--- src/sv/serpentine_error_diffusion_halftone_top_assert.svh ---
// Assertion macros for the serpentine error diffusion halftoner.
// Used by the top level; relies on signals named clk and rst_n in scope.
`ifndef SERPENTINE_ERROR_DIFFUSION_HALFTONE_TOP_ASSERT_SVH
`define SERPENTINE_ERROR_DIFFUSION_HALFTONE_TOP_ASSERT_SVH

// Property that must hold at every clock edge outside reset.
`define SEDH_ASSERT(lbl, prop, msg) \
  lbl: assert property (@(posedge clk) disable iff (!rst_n) prop) else $error(msg);

// Consequent must hold in the cycle after the antecedent.
`define SEDH_ASSERT_NEXT(lbl, ante, cons, msg) \
  lbl: assert property (@(posedge clk) disable iff (!rst_n) (ante) |=> (cons)) else $error(msg);

`endif

--- src/sv/sedh_pkg.sv ---
// Shared constants and types for the serpentine error diffusion halftoner.
// No dependencies; imported by the diffusion datapath and the top level.
`default_nettype none

package sedh_pkg;

  localparam int MAX_WIDTH_DEF  = 1024;
  localparam int MAX_HEIGHT_DEF = 1024;
  localparam int ERR_BITS_DEF   = 12;

  localparam int NUM_CH    = 3;
  localparam int SAMPLE_W  = 8;
  localparam int GEOM_W    = 11;
  localparam int CFG_AW    = 4;
  localparam int CFG_DW    = 32;
  localparam int REG_IDX_W = 2;

  // Errors are held in sixteenths of a level.
  localparam int ERR_SHIFT = 4;
  localparam int LEVEL_MAX = 255;

  localparam logic [GEOM_W-1:0]   FRAME_WIDTH_RST  = 11'd720;
  localparam logic [GEOM_W-1:0]   FRAME_HEIGHT_RST = 11'd480;
  localparam logic [SAMPLE_W-1:0] THRESHOLD_RST    = 8'd128;

  localparam logic [REG_IDX_W-1:0] REG_FRAME_WIDTH  = 2'd0;
  localparam logic [REG_IDX_W-1:0] REG_FRAME_HEIGHT = 2'd1;
  localparam logic [REG_IDX_W-1:0] REG_THRESHOLD    = 2'd2;

  // Position flags of the pixel being diffused.
  typedef struct packed {
    logic first;     // first pixel of its row in scan order
    logic row0;      // first row of the frame: nothing pending from above
    logic last_col;  // last pixel of its row in scan order
  } s1_ctl_t;

endpackage

`default_nettype wire

--- src/sv/sedh_diffuse.sv ---
// Per-channel error diffusion datapath: threshold, residual and error shares.
// Depends on sedh_pkg; holds the carry to the next pixel and the row-below window.
`default_nettype none

module sedh_diffuse #(
  parameter int ERR_BITS = sedh_pkg::ERR_BITS_DEF
) (
  input  logic                            clk,
  input  logic                            rst_n,
  input  logic                            restart,
  input  logic                            adv,
  input  sedh_pkg::s1_ctl_t               ctl,
  input  logic [sedh_pkg::SAMPLE_W-1:0]   threshold,
  input  logic [sedh_pkg::SAMPLE_W-1:0]   sample,
  input  logic signed [ERR_BITS-1:0]      mem_err,
  output logic                            on,
  output logic signed [ERR_BITS-1:0]      final_err
);

  import sedh_pkg::*;

  localparam int SW = ERR_BITS + 1;

  logic signed [ERR_BITS-1:0] carry_r, carry_nxt;
  logic signed [ERR_BITS-1:0] win_a_r, win_a_nxt;
  logic signed [ERR_BITS-1:0] win_b_r, win_b_nxt;
  logic signed [ERR_BITS-1:0] cur_err, win_b_eff;
  logic signed [SW-1:0]       sum, flr, lvl, lvl_ext, e_x, e3, e5, e7;
  logic [SAMPLE_W-1:0]        clamped;

  function automatic logic signed [ERR_BITS-1:0] sat_err(input logic signed [SW-1:0] v);
    logic signed [ERR_BITS-1:0] r;
    if (v[SW-1] != v[SW-2]) begin
      r = v[SW-1] ? {1'b1, {(ERR_BITS-1){1'b0}}} : {1'b0, {(ERR_BITS-1){1'b1}}};
    end else begin
      r = v[ERR_BITS-1:0];
    end
    return r;
  endfunction

  // The first pixel of a row takes its pending error from the window, which
  // still holds the last entry finished by the previous row.
  assign cur_err = ctl.row0 ? '0 : (ctl.first ? win_a_r : mem_err);

  always_comb begin
    sum = SW'(cur_err) + SW'(carry_r);
    flr = sum >>> ERR_SHIFT;
    lvl = SW'($signed({1'b0, sample})) + flr;
    if (lvl[SW-1]) begin
      clamped = '0;
    end else if (lvl > SW'(LEVEL_MAX)) begin
      clamped = SAMPLE_W'(LEVEL_MAX);
    end else begin
      clamped = lvl[SAMPLE_W-1:0];
    end
    on      = (clamped >= threshold);
    lvl_ext = SW'({1'b0, clamped});
    e_x     = on ? (lvl_ext - SW'(LEVEL_MAX)) : lvl_ext;
    e3      = (e_x <<< 1) + e_x;
    e5      = (e_x <<< 2) + e_x;
    e7      = (e_x <<< 3) - e_x;
  end

  assign win_b_eff = ctl.first ? '0 : win_b_r;
  assign final_err = sat_err(SW'(win_a_r) + e3);
  assign win_a_nxt = sat_err(SW'(win_b_eff) + e5);
  assign win_b_nxt = sat_err(e_x);
  assign carry_nxt = ctl.last_col ? '0 : sat_err(e7);

  always_ff @(posedge clk) begin
    if (!rst_n || restart) begin
      carry_r <= '0;
    end else if (adv) begin
      carry_r <= carry_nxt;
    end
  end

  always_ff @(posedge clk) begin
    if (adv) begin
      win_a_r <= win_a_nxt;
      win_b_r <= win_b_nxt;
    end
  end

endmodule

`default_nettype wire

--- config.mk ---
export PLATFORM = sky130hd
export DESIGN_NAME = sedh_diffuse
export DESIGN_NICKNAME = d
export VERILOG_FILES = /design/src/sv/serpentine_error_diffusion_halftone_top_assert.svh /design/src/sv/sedh_pkg.sv /design/src/sv/sedh_diffuse.sv
export SDC_FILE = /design/constraint.sdc
export NUM_CORES = 1
export LEC_CHECK = 0
export ABC_AREA = 1
export BUFFER_PORTS_ARGS = -buffer_cell sky130_fd_sc_hd__buf_2
export CORE_MARGIN = 2
export CORE_UTILIZATION = 52
export DETAILED_ROUTE_END_ITERATION = 10
export PLACE_DENSITY = 0.82
export SLEW_MARGIN = 15
export SYNTH_ARGS = -nofsm -noshare
export SYNTH_HDL_FRONTEND = slang
export SYNTH_SLANG_ARGS = --single-unit
--- constraint.sdc ---
create_clock -name clk -period 15.17 [get_ports clk]
set_input_delay 3.034 -clock clk [delete_from_list [all_inputs] [get_ports clk]]
set_output_delay 3.034 -clock clk [all_outputs]
set_load 0.05 [all_outputs]
==> flow_summary_export.csv <==
group,metric,value,unit
floorplan,boundaryPins,48,
finish,design.final.nets,874,
synthesis,synth-warning-count,0,
setup_path,cp.depth,50,
clocking,worst_skew_pair.late_latency,280,ps
clocking,clock-root-buffer,"sky130_fd_sc_hd__clkbuf_8",
sta,finalCritPeriodShare,0.964,
floorplan,row_count,35,
sta,final_hold_viol_count,0,
synthesis,synthesis.area,4940,um2
grt,via_count_of_the_first_global_routing_pass,4418,
job,cap_viol_max_count,0,
drt,drt-wirelength-per-cell,13.9,um
sta,drv_slew,0,
sta,slew_headroom,0.616,
synthesis,synth_enable_flop_cells,21,
floorplan,chipHeight,102,um
synthesis,main_combinational_cell_family_by_area_after_synthesis,"simple AND/OR/NAND/NOR gates",
synthesis,synthDistinctLibCells,43,
finish,num_antenna_cells,0,
setup_path,worst_r2r_path_depth,47,
synthesis,synth-compound-area-share,0.143,
setup_path,end_kind,"output port",
synthesis,synth_area_per_cell,6.93,um2
setup_path,worst-path-buf-inv,8,
status,status,"completed",
min_path,timing.hold.worst.class,"flop to flop",
setup_path,critical_path.reg2reg.endpoint,"win_a_r[3]",
sta,clock-skew-final,6.22,ps
drt,ant_nets,0,
finish,stdcell_count,891,
finish,areaGrowthSynthToFinish,10.1,%
setup_path,crit_family,"compound AO/OA/AOI/OAI gates",
synthesis,synth_seq_cells,33,
clocking,cts_htree_levels,2,
min_path,hp-start,"carry_r[4]",
floorplan,fp.dieW,102,um
clocking,cts.path.max_buffers,2,
floorplan,area_of_the_core,9240,um2
place,place_inst,880,
finish,fillCellCount,814,
place,port_buffers,47,
synthesis,synth-adder-area-share,0.213,
synthesis,muxShareOfSynthArea,0,
synthesis,synth_async_sr_flop_share,0,
setup_path,regToRegStartpoint,"win_a_r[7]",
clocking,reg_clk_slew_reported_paths,60,ps
setup_path,cp_startpoint,"ctl[2]",
synthesis,synth_sequential_area_ratio,0.176,
setup_path,worst_setup_path_endpoint,"final_err[7]",
sta,fin_worst_hold_slack,486,ps
floorplan,initial_utilization,0.535,
setup_path,worst_path_max_delay_cell,"sky130_fd_sc_hd__ha_1",
setup_path,critical_path.startpoint_type,"input pin",
drt,route.vias.total,4833,
clocking,cts_inserted_buffers,5,
synthesis,synth_fp_nets,826,
setup_path,timing.critical_path.slowest_cell_delay,370,ps
sta,layout_min_cycle_time,14620,ps
sta,timing_worst_slew_pin_value,575,ps
setup_path,crit_required,12140,ps
grt,wire_length_of_the_first_global_routing_pass,19.9,mm
synthesis,synthSimpleGateAreaFrac,0.295,
clocking,tritoncts,"yes",
drt,remaining_drc_errors,0,
sta,highest_attainable_clock_frequency,0.0684,GHz
setup_path,setup.worst_path.class,"input pin to output port",
synthesis,synthXorXnorAreaFrac,0.0691,
place,replace_congestion,0.963,
drt,drt_first_pass_iters,5,
clocking,cts_num_sinks,33,
drt,route.detailed.vias_per_inst,5.42,
synthesis,synth-main-ff-cell,"sky130_fd_sc_hd__edfxtp_1",
grt,track_usage,0.240,
setup_path,critical_path.max_fanout,25,
grt,globalRouteOverflowTotal,0,
grt,pin_count_of_the_biggest_net_entering_global_routing,28,
grt,antenna_found_initial,0,
setup_path,timing.reg2reg.setup_slack,6300,ps
floorplan,design.die.area,10300,um2
synthesis,syn_inst,713,
setup_path,critical_path_arrival,11590,ps
place,dp_hpwl,10.3,mm
sta,finalSetupViolCount,0,
finish,share_of_layout_cells_above_drive_strength_1,0.160,
min_path,hold_path_depth,2,
drt,detailedRoute.firstIterationViolations,463,
drt,drt-total-wl,12.4,mm
[metal layers]
metal / up-vias / track usage / wire length, um
li1: 2426 / - / -
met1: 2202 / 0.325 / 5660
met2: 178 / 0.411 / 5870
met3: 27 / 0.0166 / 597
met4: 0 / 0.0686 / 265
met5: - / 0 / 0
[sequential cells by signal, summed over array words and instances, names as in the netlist]
name     cells
carry_r     12
win_b_r      9
win_a_r     12
[cells by family after synthesis]
| group | count (synthesis) |
|---|---|
| AND/OR/NAND/NOR | 304 |
| buffers and inverters | 135 |
| flip-flops | 33 |
| adder cells (fa/ha/maj) | 78 |
| XOR/XNOR | 39 |
| AO/OA/AOI/OAI | 124 |
[synthesized netlist by cell type (all sizes together) (2+ instances only)]
library cell  number  area (um2)
nand2            168         668
inv              125         469
ha                68         851
a21oi             61         332
nor2              57         268
nand3             53         345
o21ai             40         204
xor2              26         228
edfxtp            21         631
xnor2             13         114
dfxtp             12         240
nand4             11        83.8
fa                10         200
o21bai             9        67.6
clkbuf             8        30.0
or2                7        43.8
nor3               5        30.0
a21boi             4        30.0
o31ai              3        22.5
a21o               2        15.0
a31oi              2        12.5
and2               2        12.5
buf                2        16.3
[worst min-delay path by stage]
stage | endpoint | slack, ps
floorplan | carry_r[9] | 450
global placement | carry_r[7] | 470
detailed placement | carry_r[4] | 480
CTS | carry_r[4] | 490
global route | carry_r[1] | 510
finish | carry_r[4] | 490
[worst min-delay path, delay by kind of cell, from the launching register on]
| family | cells | cell delay, ps |
|---|---|---|
| DFF | 1 | 310 |
| and+or+nand+nor | 1 | 80 |
| AOI/OAI and AO/OA | 1 | 50 |
[stage by stage]
stage	worst slack, ps	util	TNS (ps)	cell area [um2]
after CTS	426	0.583	0	5380
after detailed placement	463	0.574	0	5300
after global routing	-60.5	0.589	-299	5440
final	549	0.589	0	5440
after global placement	915	0.574	0	5300
after floorplan	325	-	0	4940
[timing repair]
action                                  in CTS  in global routing
gates resized for setup                      0                 10
setup buffers                                0                  3
hold buffers                                 0                  0
endpoints found under the setup margin       0                 11
[placed cells by master, fill, tap and decap left out, types with 3 or more instances in the layout]
cell type                  instances
sky130_fd_sc_hd__or2_2             6
sky130_fd_sc_hd__o21ai_1           4
sky130_fd_sc_hd__nor2_2            3
sky130_fd_sc_hd__edfxtp_1         21
sky130_fd_sc_hd__nor3_2            3
sky130_fd_sc_hd__nand2_1         154
sky130_fd_sc_hd__nand2_2          13
sky130_fd_sc_hd__dfxtp_1          12
sky130_fd_sc_hd__nand3_1          40
sky130_fd_sc_hd__a21oi_2           9
sky130_fd_sc_hd__buf_4             4
sky130_fd_sc_hd__ha_1             68
sky130_fd_sc_hd__o21ai_0          35
sky130_fd_sc_hd__o21bai_1          9
sky130_fd_sc_hd__inv_1           116
sky130_fd_sc_hd__buf_2            44
sky130_fd_sc_hd__a21oi_1          52
sky130_fd_sc_hd__nor2_4            4
sky130_fd_sc_hd__clkbuf_8          5
sky130_fd_sc_hd__inv_2             7
sky130_fd_sc_hd__o31ai_1           3
sky130_fd_sc_hd__nand3_2          11
sky130_fd_sc_hd__xor2_1           26
sky130_fd_sc_hd__xnor2_1          13
sky130_fd_sc_hd__fa_1             10
sky130_fd_sc_hd__clkbuf_4          3
sky130_fd_sc_hd__nand4_1          10
sky130_fd_sc_hd__nor2_1           49
[area by class of cell]
type / count / area (um2) / share of cell area
clock buffer: 6 / 72.6 / 0.0133
clock inverter: 2 / 10.0 / 0.00184
inverter: 125 / 477 / 0.0876
multi-input combinational: 545 / 3580 / 0.657
sequential: 33 / 871 / 0.160
tap: 129 / 161 / 0.0297
timing repair buffer: 51 / 273 / 0.0501
Power is not shown: default switching activity piles up to over one toggle a cycle in this logic, so the estimate is an artifact.
